File: config.mk
export PLATFORM = sky130hd
export DESIGN_NAME = overwrite_ring_buffer_core_flat
export DESIGN_NICKNAME = d
export VERILOG_FILES = /design/src/sv/orb_pkg.sv /design/src/sv/orb_req_if.sv /design/src/sv/orb_rsp_if.sv /design/src/sv/orb_ram.sv /design/src/sv/orb_ctrl.sv /design/src/sv/overwrite_ring_buffer_core.sv /design/src/flat_wrapper.sv
export SDC_FILE = /design/constraint.sdc
export NUM_CORES = 2
export LEC_CHECK = 0
export BUFFER_PORTS_ARGS = -buffer_cell sky130_fd_sc_hd__buf_2
export CAP_MARGIN = 5
export CORE_ASPECT_RATIO = 1.4
export CORE_MARGIN = 5
export CORE_UTILIZATION = 25
export DETAILED_ROUTE_END_ITERATION = 6
export PLACE_DENSITY_LB_ADDON = 0.05
export SETUP_SLACK_MARGIN = 0.4
export SLEW_MARGIN = 20
export SYNTH_ARGS = -nofsm -noshare
export SYNTH_HDL_FRONTEND = slang
export SYNTH_SLANG_ARGS = --single-unit
File: constraint.sdc
create_clock -name clock -period 17.55 [get_ports clock]
set_input_delay 3.51 -clock clock [delete_from_list [all_inputs] [get_ports clock]]
set_output_delay 3.51 -clock clock [all_outputs]
set_load 0.01 [all_outputs]
File: src/sv/orb_pkg.sv
// Package with the command codes, fixed field widths and shared types of the ring buffer.
package orb_pkg;

   localparam int CMD_W  = 2;
   localparam int DATA_W = 64;
   localparam int SLOT_W = 6;
   localparam int SIZE_W = 7;

   localparam logic [CMD_W-1:0] CMD_PUSH       = 2'd0;
   localparam logic [CMD_W-1:0] CMD_PULL       = 2'd1;
   localparam logic [CMD_W-1:0] CMD_PEEK_NEWER = 2'd2;
   localparam logic [CMD_W-1:0] CMD_PEEK_OLDER = 2'd3;

   localparam int RESET_SLOTS = 64;
   localparam int SIZE_LIMIT  = 127;

   typedef struct packed {
      logic              ok;
      logic              overwrote;
      logic              uses_read;
      logic [SLOT_W-1:0] slot;
      logic [SIZE_W-1:0] fill;
   } rsp_meta_type;

endpackage

File: src/sv/orb_req_if.sv
// Interface of the request channel: valid, ready and the request fields.
interface orb_req_if;
   import orb_pkg::*;

   logic              valid;
   logic              ready;
   logic [CMD_W-1:0]  cmd;
   logic [DATA_W-1:0] data_in;
   logic              cursor_given;
   logic [SLOT_W-1:0] cursor_slot;

   modport source (output valid, cmd, data_in, cursor_given, cursor_slot, input ready);
   modport sink (input valid, cmd, data_in, cursor_given, cursor_slot, output ready);
endinterface

File: src/sv/orb_rsp_if.sv
// Interface of the response channel: valid, ready and the response fields.
interface orb_rsp_if;
   import orb_pkg::*;

   logic              valid;
   logic              ready;
   logic              ok;
   logic              overwrote;
   logic [DATA_W-1:0] data_out;
   logic [SLOT_W-1:0] slot_out;
   logic [SIZE_W-1:0] fill_level;

   modport source (output valid, ok, overwrote, data_out, slot_out, fill_level, input ready);
   modport sink (input valid, ok, overwrote, data_out, slot_out, fill_level, output ready);
endinterface

File: src/sv/orb_ram.sv
// Generic single-port RAM with a registered read.
module orb_ram #(
   parameter int WIDTH = 64,
   parameter int DEPTH = 64
) (
   input  logic                     clock,
   input  logic                     wr_en,
   input  logic                     rd_en,
   input  logic [$clog2(DEPTH)-1:0] addr,
   input  logic [WIDTH-1:0]         wr_data,
   output logic [WIDTH-1:0]         rd_data
);

   logic [WIDTH-1:0] mem_ff [DEPTH];
   logic [WIDTH-1:0] rd_data_ff;

   always_ff @(posedge clock) begin
      if (wr_en) begin
         mem_ff[addr] <= wr_data;
      end
      if (rd_en) begin
         rd_data_ff <= mem_ff[addr];
      end
   end

   assign rd_data = rd_data_ff;

endmodule

File: src/sv/orb_ctrl.sv
// Pointer, fill count and ring size registers with the per-transaction command decode.
module orb_ctrl import orb_pkg::*; #(
   parameter int DEPTH = 64
) (
   input  logic                  clock,
   input  logic                  reset,
   input  logic                  csr_wr_en,
   input  logic [SIZE_W-1:0]     csr_wr_data,
   input  logic                  accept,
   input  logic [CMD_W-1:0]      cmd,
   input  logic                  cursor_given,
   input  logic [SLOT_W-1:0]     cursor_slot,
   output logic                  ram_wr_en,
   output logic                  ram_rd_en,
   output logic [$clog2((DEPTH < SIZE_LIMIT) ? DEPTH : SIZE_LIMIT)-1:0] ram_addr,
   output rsp_meta_type          meta
);

   localparam int MAX_SIZE   = (DEPTH < SIZE_LIMIT) ? DEPTH : SIZE_LIMIT;
   localparam int PTR_W      = $clog2(MAX_SIZE);
   localparam int CNT_W      = $clog2(MAX_SIZE + 1);
   localparam int RESET_SIZE = (RESET_SLOTS < MAX_SIZE) ? RESET_SLOTS : MAX_SIZE;

   function automatic logic [PTR_W-1:0] step_fwd(input logic [PTR_W-1:0] p,
                                                 input logic [CNT_W-1:0] sz);
      logic [CNT_W-1:0] nxt;
      nxt = CNT_W'(p) + CNT_W'(1);
      return (nxt >= sz) ? '0 : PTR_W'(nxt);
   endfunction

   function automatic logic [PTR_W-1:0] step_back(input logic [PTR_W-1:0] p,
                                                  input logic [CNT_W-1:0] sz);
      return (p == '0) ? PTR_W'(sz - CNT_W'(1)) : p - PTR_W'(1);
   endfunction

   logic [CNT_W-1:0] size_ff, size_in;
   logic [PTR_W-1:0] wr_ptr_ff, wr_ptr_in;
   logic [PTR_W-1:0] rd_ptr_ff, rd_ptr_in;
   logic [CNT_W-1:0] count_ff, count_in;
   logic [PTR_W-1:0] cursor;
   logic [PTR_W-1:0] peek_ptr;
   logic             full;
   logic             empty;

   // Out-of-range sizes are clamped once, when the register is written.
   always_comb begin
      size_in = size_ff;
      if (csr_wr_en) begin
         if (csr_wr_data == '0) begin
            size_in = CNT_W'(1);
         end else if (csr_wr_data > SIZE_W'(MAX_SIZE)) begin
            size_in = CNT_W'(MAX_SIZE);
         end else begin
            size_in = CNT_W'(csr_wr_data);
         end
      end
   end

   always_comb begin
      if ({1'b0, cursor_slot} >= SIZE_W'(size_ff)) begin
         cursor = PTR_W'(size_ff - CNT_W'(1));
      end else begin
         cursor = PTR_W'(cursor_slot);
      end
   end

   assign full  = (count_ff == size_ff);
   assign empty = (count_ff == '0);

   always_comb begin
      wr_ptr_in = wr_ptr_ff;
      rd_ptr_in = rd_ptr_ff;
      count_in  = count_ff;
      ram_wr_en = 1'b0;
      ram_rd_en = 1'b0;
      ram_addr  = rd_ptr_ff;
      peek_ptr  = rd_ptr_ff;
      meta      = '0;

      if (cmd == CMD_PEEK_NEWER) begin
         peek_ptr = step_back(cursor_given ? cursor : wr_ptr_ff, size_ff);
      end else if (cursor_given) begin
         peek_ptr = step_fwd(cursor, size_ff);
      end

      unique case (cmd) inside
         CMD_PUSH: begin
            ram_wr_en      = accept;
            ram_addr       = wr_ptr_ff;
            wr_ptr_in      = step_fwd(wr_ptr_ff, size_ff);
            meta.ok        = 1'b1;
            meta.overwrote = full;
            if (full) begin
               rd_ptr_in = step_fwd(rd_ptr_ff, size_ff);
            end else begin
               count_in = count_ff + CNT_W'(1);
            end
         end
         CMD_PULL: begin
            if (!empty) begin
               ram_rd_en      = accept;
               ram_addr       = rd_ptr_ff;
               rd_ptr_in      = step_fwd(rd_ptr_ff, size_ff);
               count_in       = count_ff - CNT_W'(1);
               meta.ok        = 1'b1;
               meta.uses_read = 1'b1;
            end
         end
         CMD_PEEK_NEWER, CMD_PEEK_OLDER: begin
            if (!empty) begin
               ram_rd_en      = accept;
               ram_addr       = peek_ptr;
               meta.ok        = 1'b1;
               meta.uses_read = 1'b1;
               meta.slot      = SLOT_W'(peek_ptr);
            end
         end
         default: begin
            meta.ok = 1'b0;
         end
      endcase

      meta.fill = SIZE_W'(count_in);
   end

   // A size write empties the ring; the stored words are left in place.
   always_ff @(posedge clock) begin
      if (reset) begin
         size_ff   <= CNT_W'(RESET_SIZE);
         wr_ptr_ff <= '0;
         rd_ptr_ff <= '0;
         count_ff  <= '0;
      end else if (csr_wr_en) begin
         size_ff   <= size_in;
         wr_ptr_ff <= '0;
         rd_ptr_ff <= '0;
         count_ff  <= '0;
      end else if (accept) begin
         wr_ptr_ff <= wr_ptr_in;
         rd_ptr_ff <= rd_ptr_in;
         count_ff  <= count_in;
      end
   end

endmodule

File: src/sv/overwrite_ring_buffer_core.sv
// Top level of the ring buffer with overwrite: control, slot memory and response register.
//
// The ring buffer accepts one transaction per clock cycle while the response channel does
// not stall, and returns exactly one response for each, in order: the pointer update and
// the registered read of the single-port slot memory come first, then the response register.
// The slot memory holds min(DEPTH, 127) words of WORD_WIDTH bits; a pushed word is
// truncated to WORD_WIDTH bits and returned zero-extended. A push on a full ring
// replaces the oldest entry and moves the read pointer past it. Writing the size
// register empties the ring at once, so it should only be written while no transaction
// is in flight. Reading a slot that was never written returns an undefined word.
module overwrite_ring_buffer_core import orb_pkg::*; #(
   parameter int DEPTH      = 64,
   parameter int WORD_WIDTH = 64
) (
   input  logic              clock,
   input  logic              reset,
   orb_req_if.sink           req_chan,
   orb_rsp_if.source         rsp_chan,
   input  logic              csr_wr_en,
   input  logic [SIZE_W-1:0] csr_wr_data
);

   localparam int MAX_SIZE = (DEPTH < SIZE_LIMIT) ? DEPTH : SIZE_LIMIT;
   localparam int PTR_W    = $clog2(MAX_SIZE);

   logic                  accept;
   logic                  rsp_load;
   logic                  ram_wr_en;
   logic                  ram_rd_en;
   logic [PTR_W-1:0]      ram_addr;
   logic [WORD_WIDTH-1:0] ram_rd_data;
   rsp_meta_type          meta;

   logic                  s1_valid_ff, s1_valid_in;
   rsp_meta_type          s1_meta_ff;
   logic                  rsp_valid_ff, rsp_valid_in;
   rsp_meta_type          rsp_meta_ff;
   logic [DATA_W-1:0]     rsp_data_ff, rsp_data_in;

   assign rsp_load       = s1_valid_ff && (!rsp_valid_ff || rsp_chan.ready);
   assign req_chan.ready = !s1_valid_ff || rsp_load;
   assign accept         = req_chan.valid && req_chan.ready;

   orb_ctrl #(
      .DEPTH (DEPTH)
   ) u_ctrl (
      .clock        (clock),
      .reset        (reset),
      .csr_wr_en    (csr_wr_en),
      .csr_wr_data  (csr_wr_data),
      .accept       (accept),
      .cmd          (req_chan.cmd),
      .cursor_given (req_chan.cursor_given),
      .cursor_slot  (req_chan.cursor_slot),
      .ram_wr_en    (ram_wr_en),
      .ram_rd_en    (ram_rd_en),
      .ram_addr     (ram_addr),
      .meta         (meta)
   );

   orb_ram #(
      .WIDTH (WORD_WIDTH),
      .DEPTH (MAX_SIZE)
   ) u_ram (
      .clock   (clock),
      .wr_en   (ram_wr_en),
      .rd_en   (ram_rd_en),
      .addr    (ram_addr),
      .wr_data (req_chan.data_in[WORD_WIDTH-1:0]),
      .rd_data (ram_rd_data)
   );

   always_comb begin
      s1_valid_in = s1_valid_ff;
      if (accept) begin
         s1_valid_in = 1'b1;
      end else if (rsp_load) begin
         s1_valid_in = 1'b0;
      end

      rsp_valid_in = rsp_valid_ff;
      if (rsp_load) begin
         rsp_valid_in = 1'b1;
      end else if (rsp_chan.ready) begin
         rsp_valid_in = 1'b0;
      end

      rsp_data_in = s1_meta_ff.uses_read ? DATA_W'(ram_rd_data) : '0;
   end

   always_ff @(posedge clock) begin
      if (reset) begin
         s1_valid_ff  <= 1'b0;
         rsp_valid_ff <= 1'b0;
      end else begin
         s1_valid_ff  <= s1_valid_in;
         rsp_valid_ff <= rsp_valid_in;
      end
   end

   always_ff @(posedge clock) begin
      if (accept) begin
         s1_meta_ff <= meta;
      end
      if (rsp_load) begin
         rsp_meta_ff <= s1_meta_ff;
         rsp_data_ff <= rsp_data_in;
      end
   end

   assign rsp_chan.valid      = rsp_valid_ff;
   assign rsp_chan.ok         = rsp_meta_ff.ok;
   assign rsp_chan.overwrote  = rsp_meta_ff.overwrote;
   assign rsp_chan.data_out   = rsp_data_ff;
   assign rsp_chan.slot_out   = rsp_meta_ff.slot;
   assign rsp_chan.fill_level = rsp_meta_ff.fill;

endmodule

File: src/flat_wrapper.sv
// flat-port wrapper written by rule: the top's interface ports become plain ports
module overwrite_ring_buffer_core_flat import orb_pkg::*;
#(
   parameter int DEPTH      = 64,
   parameter int WORD_WIDTH = 64
)
  (clock, reset, csr_wr_en, csr_wr_data, req_chan_valid, req_chan_cmd, req_chan_data_in, req_chan_cursor_given, req_chan_cursor_slot, req_chan_ready, rsp_chan_valid, rsp_chan_ok, rsp_chan_overwrote, rsp_chan_data_out, rsp_chan_slot_out, rsp_chan_fill_level, rsp_chan_ready);
  orb_req_if req_chan_i ();
  orb_rsp_if rsp_chan_i ();
  input  logic clock;
  input  logic reset;
  input  logic csr_wr_en;
  input  logic [SIZE_W-1:0] csr_wr_data;
  input wire logic [$bits(req_chan_i.valid)-1:0] req_chan_valid;
  input wire logic [$bits(req_chan_i.cmd)-1:0] req_chan_cmd;
  input wire logic [$bits(req_chan_i.data_in)-1:0] req_chan_data_in;
  input wire logic [$bits(req_chan_i.cursor_given)-1:0] req_chan_cursor_given;
  input wire logic [$bits(req_chan_i.cursor_slot)-1:0] req_chan_cursor_slot;
  output wire logic [$bits(req_chan_i.ready)-1:0] req_chan_ready;
  output wire logic [$bits(rsp_chan_i.valid)-1:0] rsp_chan_valid;
  output wire logic [$bits(rsp_chan_i.ok)-1:0] rsp_chan_ok;
  output wire logic [$bits(rsp_chan_i.overwrote)-1:0] rsp_chan_overwrote;
  output wire logic [$bits(rsp_chan_i.data_out)-1:0] rsp_chan_data_out;
  output wire logic [$bits(rsp_chan_i.slot_out)-1:0] rsp_chan_slot_out;
  output wire logic [$bits(rsp_chan_i.fill_level)-1:0] rsp_chan_fill_level;
  input wire logic [$bits(rsp_chan_i.ready)-1:0] rsp_chan_ready;
  assign req_chan_i.valid = req_chan_valid;
  assign req_chan_i.cmd = req_chan_cmd;
  assign req_chan_i.data_in = req_chan_data_in;
  assign req_chan_i.cursor_given = req_chan_cursor_given;
  assign req_chan_i.cursor_slot = req_chan_cursor_slot;
  assign req_chan_ready = req_chan_i.ready;
  assign rsp_chan_valid = rsp_chan_i.valid;
  assign rsp_chan_ok = rsp_chan_i.ok;
  assign rsp_chan_overwrote = rsp_chan_i.overwrote;
  assign rsp_chan_data_out = rsp_chan_i.data_out;
  assign rsp_chan_slot_out = rsp_chan_i.slot_out;
  assign rsp_chan_fill_level = rsp_chan_i.fill_level;
  assign rsp_chan_i.ready = rsp_chan_ready;
  overwrite_ring_buffer_core #(.DEPTH(DEPTH), .WORD_WIDTH(WORD_WIDTH)) u_core (.clock(clock), .reset(reset), .req_chan(req_chan_i), .rsp_chan(rsp_chan_i), .csr_wr_en(csr_wr_en), .csr_wr_data(csr_wr_data));
endmodule
==> results.toml <==
[outcome]
status = "completed"

[cells_and_area]
area_growth_pct = 17.0
nets = 8397
multi_input_area_sq_mm = 0.0337
fin_cells = 17321
register_area_sq_mm = 0.128
fillers = 63830
layout-drive-gt1-share = 0.249
final_cell_area_sq_mm = 0.191

[timing]
finalSetupViolCount = 0
worst_slew_pin_slew_ns = 1.39
rsz0062_at_grt = "no"
worst_slew_margin_rel = 0.0738
max_freq_mhz = 86.1
setup_tns_ns = 0
timing.final.hold_violations = 0
layout_min_cycle_time_ns = 11.62
finalMaxSlewViolations = 0
finalCritPeriodShare = 0.662
skew_ns = 0.0721
whs_ns = 0.418

[floorplanning]
core_sq_mm = 0.653
fp.dieW_um = 694
ios = 166
initial_core_util = 0.251
rows = 351
dieArea_sq_mm = 0.671
die_h_um = 967

[place]
port_buffers = 165
place_area_sq_mm = 0.177
gp_congestion = 0.766
dp.cells = 16465
post-dp-hpwl_um = 366000

[detailed_routing]
drtAntennaViolNets = 0
dr.pass1.iters = 5
drc = 0
drt-vias-per-instance = 4.84
vias = 83900
wl_per_cell_um = 37.5
drtIter0Drc = 7617
totalWireLength_um = 649000

[min_path]
holdPathStages = 0
hp-start = "u_core.s1_meta_ff[1]"
hold_end = "u_core.rsp_chan.fill_level[1]"
min_path_type = "flip-flop to flip-flop"

[logic_synthesis]
ys_seq_area_frac = 0.784
postSynthCellCount = 7759
synthArstFlopShare = 0
syn_avg_cell_area_sq_um = 21.1
synth.distinct_cells = 88
synthAdderAreaFrac = 0.00268
synth_top_family_by_area = "multiplexers"
yosysWarnings = 0
synth_compound_area_frac = 0.0375
synth-simple-area-share = 0.0346
ys_ff_latch = 4283
muxShareOfSynthArea = 0.126
synth-xor-area-share = 0.00193
synth_area_sq_mm = 0.164
synth_ff_type = "edfxtp_1"
synthesis.nets = 7879
synth-edff-count = 4255

[clocking]
cts_made_buffers = 458
cts_setup_buffers = 0
cts_resized = 0
root_buffer = "clkbuf_16"
cts_tree = "yes"
cts_sinks = 4283
clock_latency_ns = 1.06
cts_buffer_depth = 4
clkTransAtPathRegs_ns = 0.06
htreeDepth = 5
hold_buffers = 0

[global_route]
grt_util_met1 = 0.244
overflow = 0
grt_pass1_wl_um = 860000
grt_max_degree = 99
grt_pass1_vias = 87912
grt-busiest-layer = "met2"
gr-usage-met2 = 0.341
grt_use_met3 = 0.0205
antenna_found_initial = 77
grt_usage = 0.189

[worst_setup_path]
max_stage_delay_ns = 0.73
crit_path_top_delay_cell = "buf_4"
cp.arrival_ns = 12.40
r2r_start = "u_core.u_ctrl.size_ff[3]"
regToRegEndpoint = "u_core.u_ram.rd_data[10]"
rrSetupSlack_ns = 7.49
crit_buf_inv = 6
required_ns = 18.33
path_cells = "buf_2 > ha_1 > a211oi_1 > or2_2 > o21ai_2 > o21ai_0 > ha_1 > xor2_1 > inv_1 > ha_1 > a21o_1 > a31oi_1 > o21ai_0 > o31ai_4 > buf_12 > nand2_8 > buf_4 > buf_4 > buf_4 > mux4_2 > a22oi_1 > nand4_1 > or3_1"
cp-start-kind = "input port"
crit_start = "req_chan_cursor_slot[4]"
end_kind = "flip-flop"
path_delay_family = "compound AO/OA/AOI/OAI gates"
crit_type = "input port to flip-flop"
reg2regPathDepth = 22
critPathMaxFanout = 62

[power_and_ir_drop]
p_leak_nw = 58.1
peakVddDrop_mv = 0.0883
fin_total_pwr_mw = 23.2
p_per_area_mw_per_mm2 = 121

[run]
cap_violations = 0
layer usage:
| layer | part of all wire | up-vias |
|---|---|---|
| met5 | 0.00015 | - |
| met1 | 0.42 | 47252 |
| li1 | - | 33716 |
| met4 | 0.023 | 14 |
| met2 | 0.52 | 2247 |
| met3 | 0.038 | 671 |
worst max path at each step:
| stage | depth (start not counted) | end | slack (ns) |
|---|---|---|---|
| 4_1_cts | 23 | u_core.u_ram.rd_data[10] | 5.88 |
| 2_1_floorplan | 22 | u_core.u_ram.mem_ff[5][0] | 4.54 |
| 3_3_place_gp | 23 | u_core.u_ram.rd_data[10] | 4.41 |
| 6_report | 23 | u_core.u_ram.rd_data[10] | 5.93 |
| 3_5_place_dp | 23 | u_core.u_ram.rd_data[10] | 4.72 |
| 5_1_grt | 23 | u_core.u_ram.rd_data[10] | 5.41 |
logic make-up after synthesis:
| logic type | count (synthesis) |
|---|---|
| compound gates | 833 |
| buf+inv | 471 |
| fa+ha+maj | 35 |
| simple gates | 1181 |
| flops | 4283 |
| xor+xnor | 36 |
| mux | 920 |
metrics by stage:
step	util	setup slack (ns)
after floorplan	-	4.54
after global placement	0.271	4.41
after detailed placement	0.271	4.72
after CTS	0.293	5.88
after global routing	0.293	5.41
final	0.293	5.93
power by group:
| group | total, mW | leakage (nW) | switching [mW] | internal [mW] |
|---|---|---|---|---|
| clock network | 9.59 | 7.03 | 4.20 | 5.39 |
| registers | 11.3 | 38.5 | 0.0319 | 11.3 |
| logic | 2.21 | 12.5 | 1.41 | 0.800 |
| total | 23.2 | 58.1 | 5.65 | 17.5 |
layout by cell type (no fill, tap or decap), types with 102 or more instances in the layout:
cell,n
edfxtp_1,4255
clkbuf_16,462
clkinv_1,116
nor2_1,133
nand2_1,480
mux4_2,910
buf_2,151
clkbuf_1,102
buf_4,313
nand3_1,139
a22oi_1,334
cell type report:
cell class	instances	area share
Timing Repair Buffer	507	0.0208
Clock buffer	569	0.0627
Tap cell	8648	0.0565
Clock inverter	267	0.0129
Multi-Input combinational cell	3005	0.176
Antenna cell	20	0.000261
Inverter	22	0.000457
Sequential cell	4283	0.670
worst register-to-register path, delay by kind of cell (launching register included):
kind,cells,cell delay (ns)
AOI/OAI and AO/OA,7,2.56
xor gates and xnor gates,1,0.31
adders and majority gates,3,1.15
buffers and inverters,6,3.04
DFF,1,0.63
muxes,1,0.64
and+or+nand+nor,4,1.51
registers in the layout (all words and copies together) (netlist names):
register	count
u_core.rsp_chan.data_out	64
u_core.rsp_chan.fill_level	7
u_core.rsp_chan.ok	1
u_core.rsp_chan.overwrote	1
u_core.rsp_chan.slot_out	6
u_core.rsp_chan.valid	1
u_core.s1_meta_ff	16
u_core.s1_valid_ff	1
u_core.u_ctrl.count_ff	7
u_core.u_ctrl.rd_ptr_ff	6
u_core.u_ctrl.size_ff	7
u_core.u_ctrl.wr_ptr_ff	6
u_core.u_ram.mem_ff	4096
u_core.u_ram.rd_data	64
cell usage after synthesis (66+ instances only):
library cell	count	share of area
a221oi_1	67	0.0036
a21oi_1	88	0.0027
nor2_1	192	0.0044
nand4_1	77	0.0029
nand2_1	480	0.011
buf_2	109	0.0033
mux4_2	910	0.13
a211oi_1	68	0.0031
nand3_1	139	0.0043
and2_1	74	0.0028
clkbuf_1	278	0.0064
edfxtp_1	4255	0.78
a22oi_1	334	0.015
or3_1	66	0.0025
a31oi_1	66	0.0025
(Power assumes the default switching activity.)
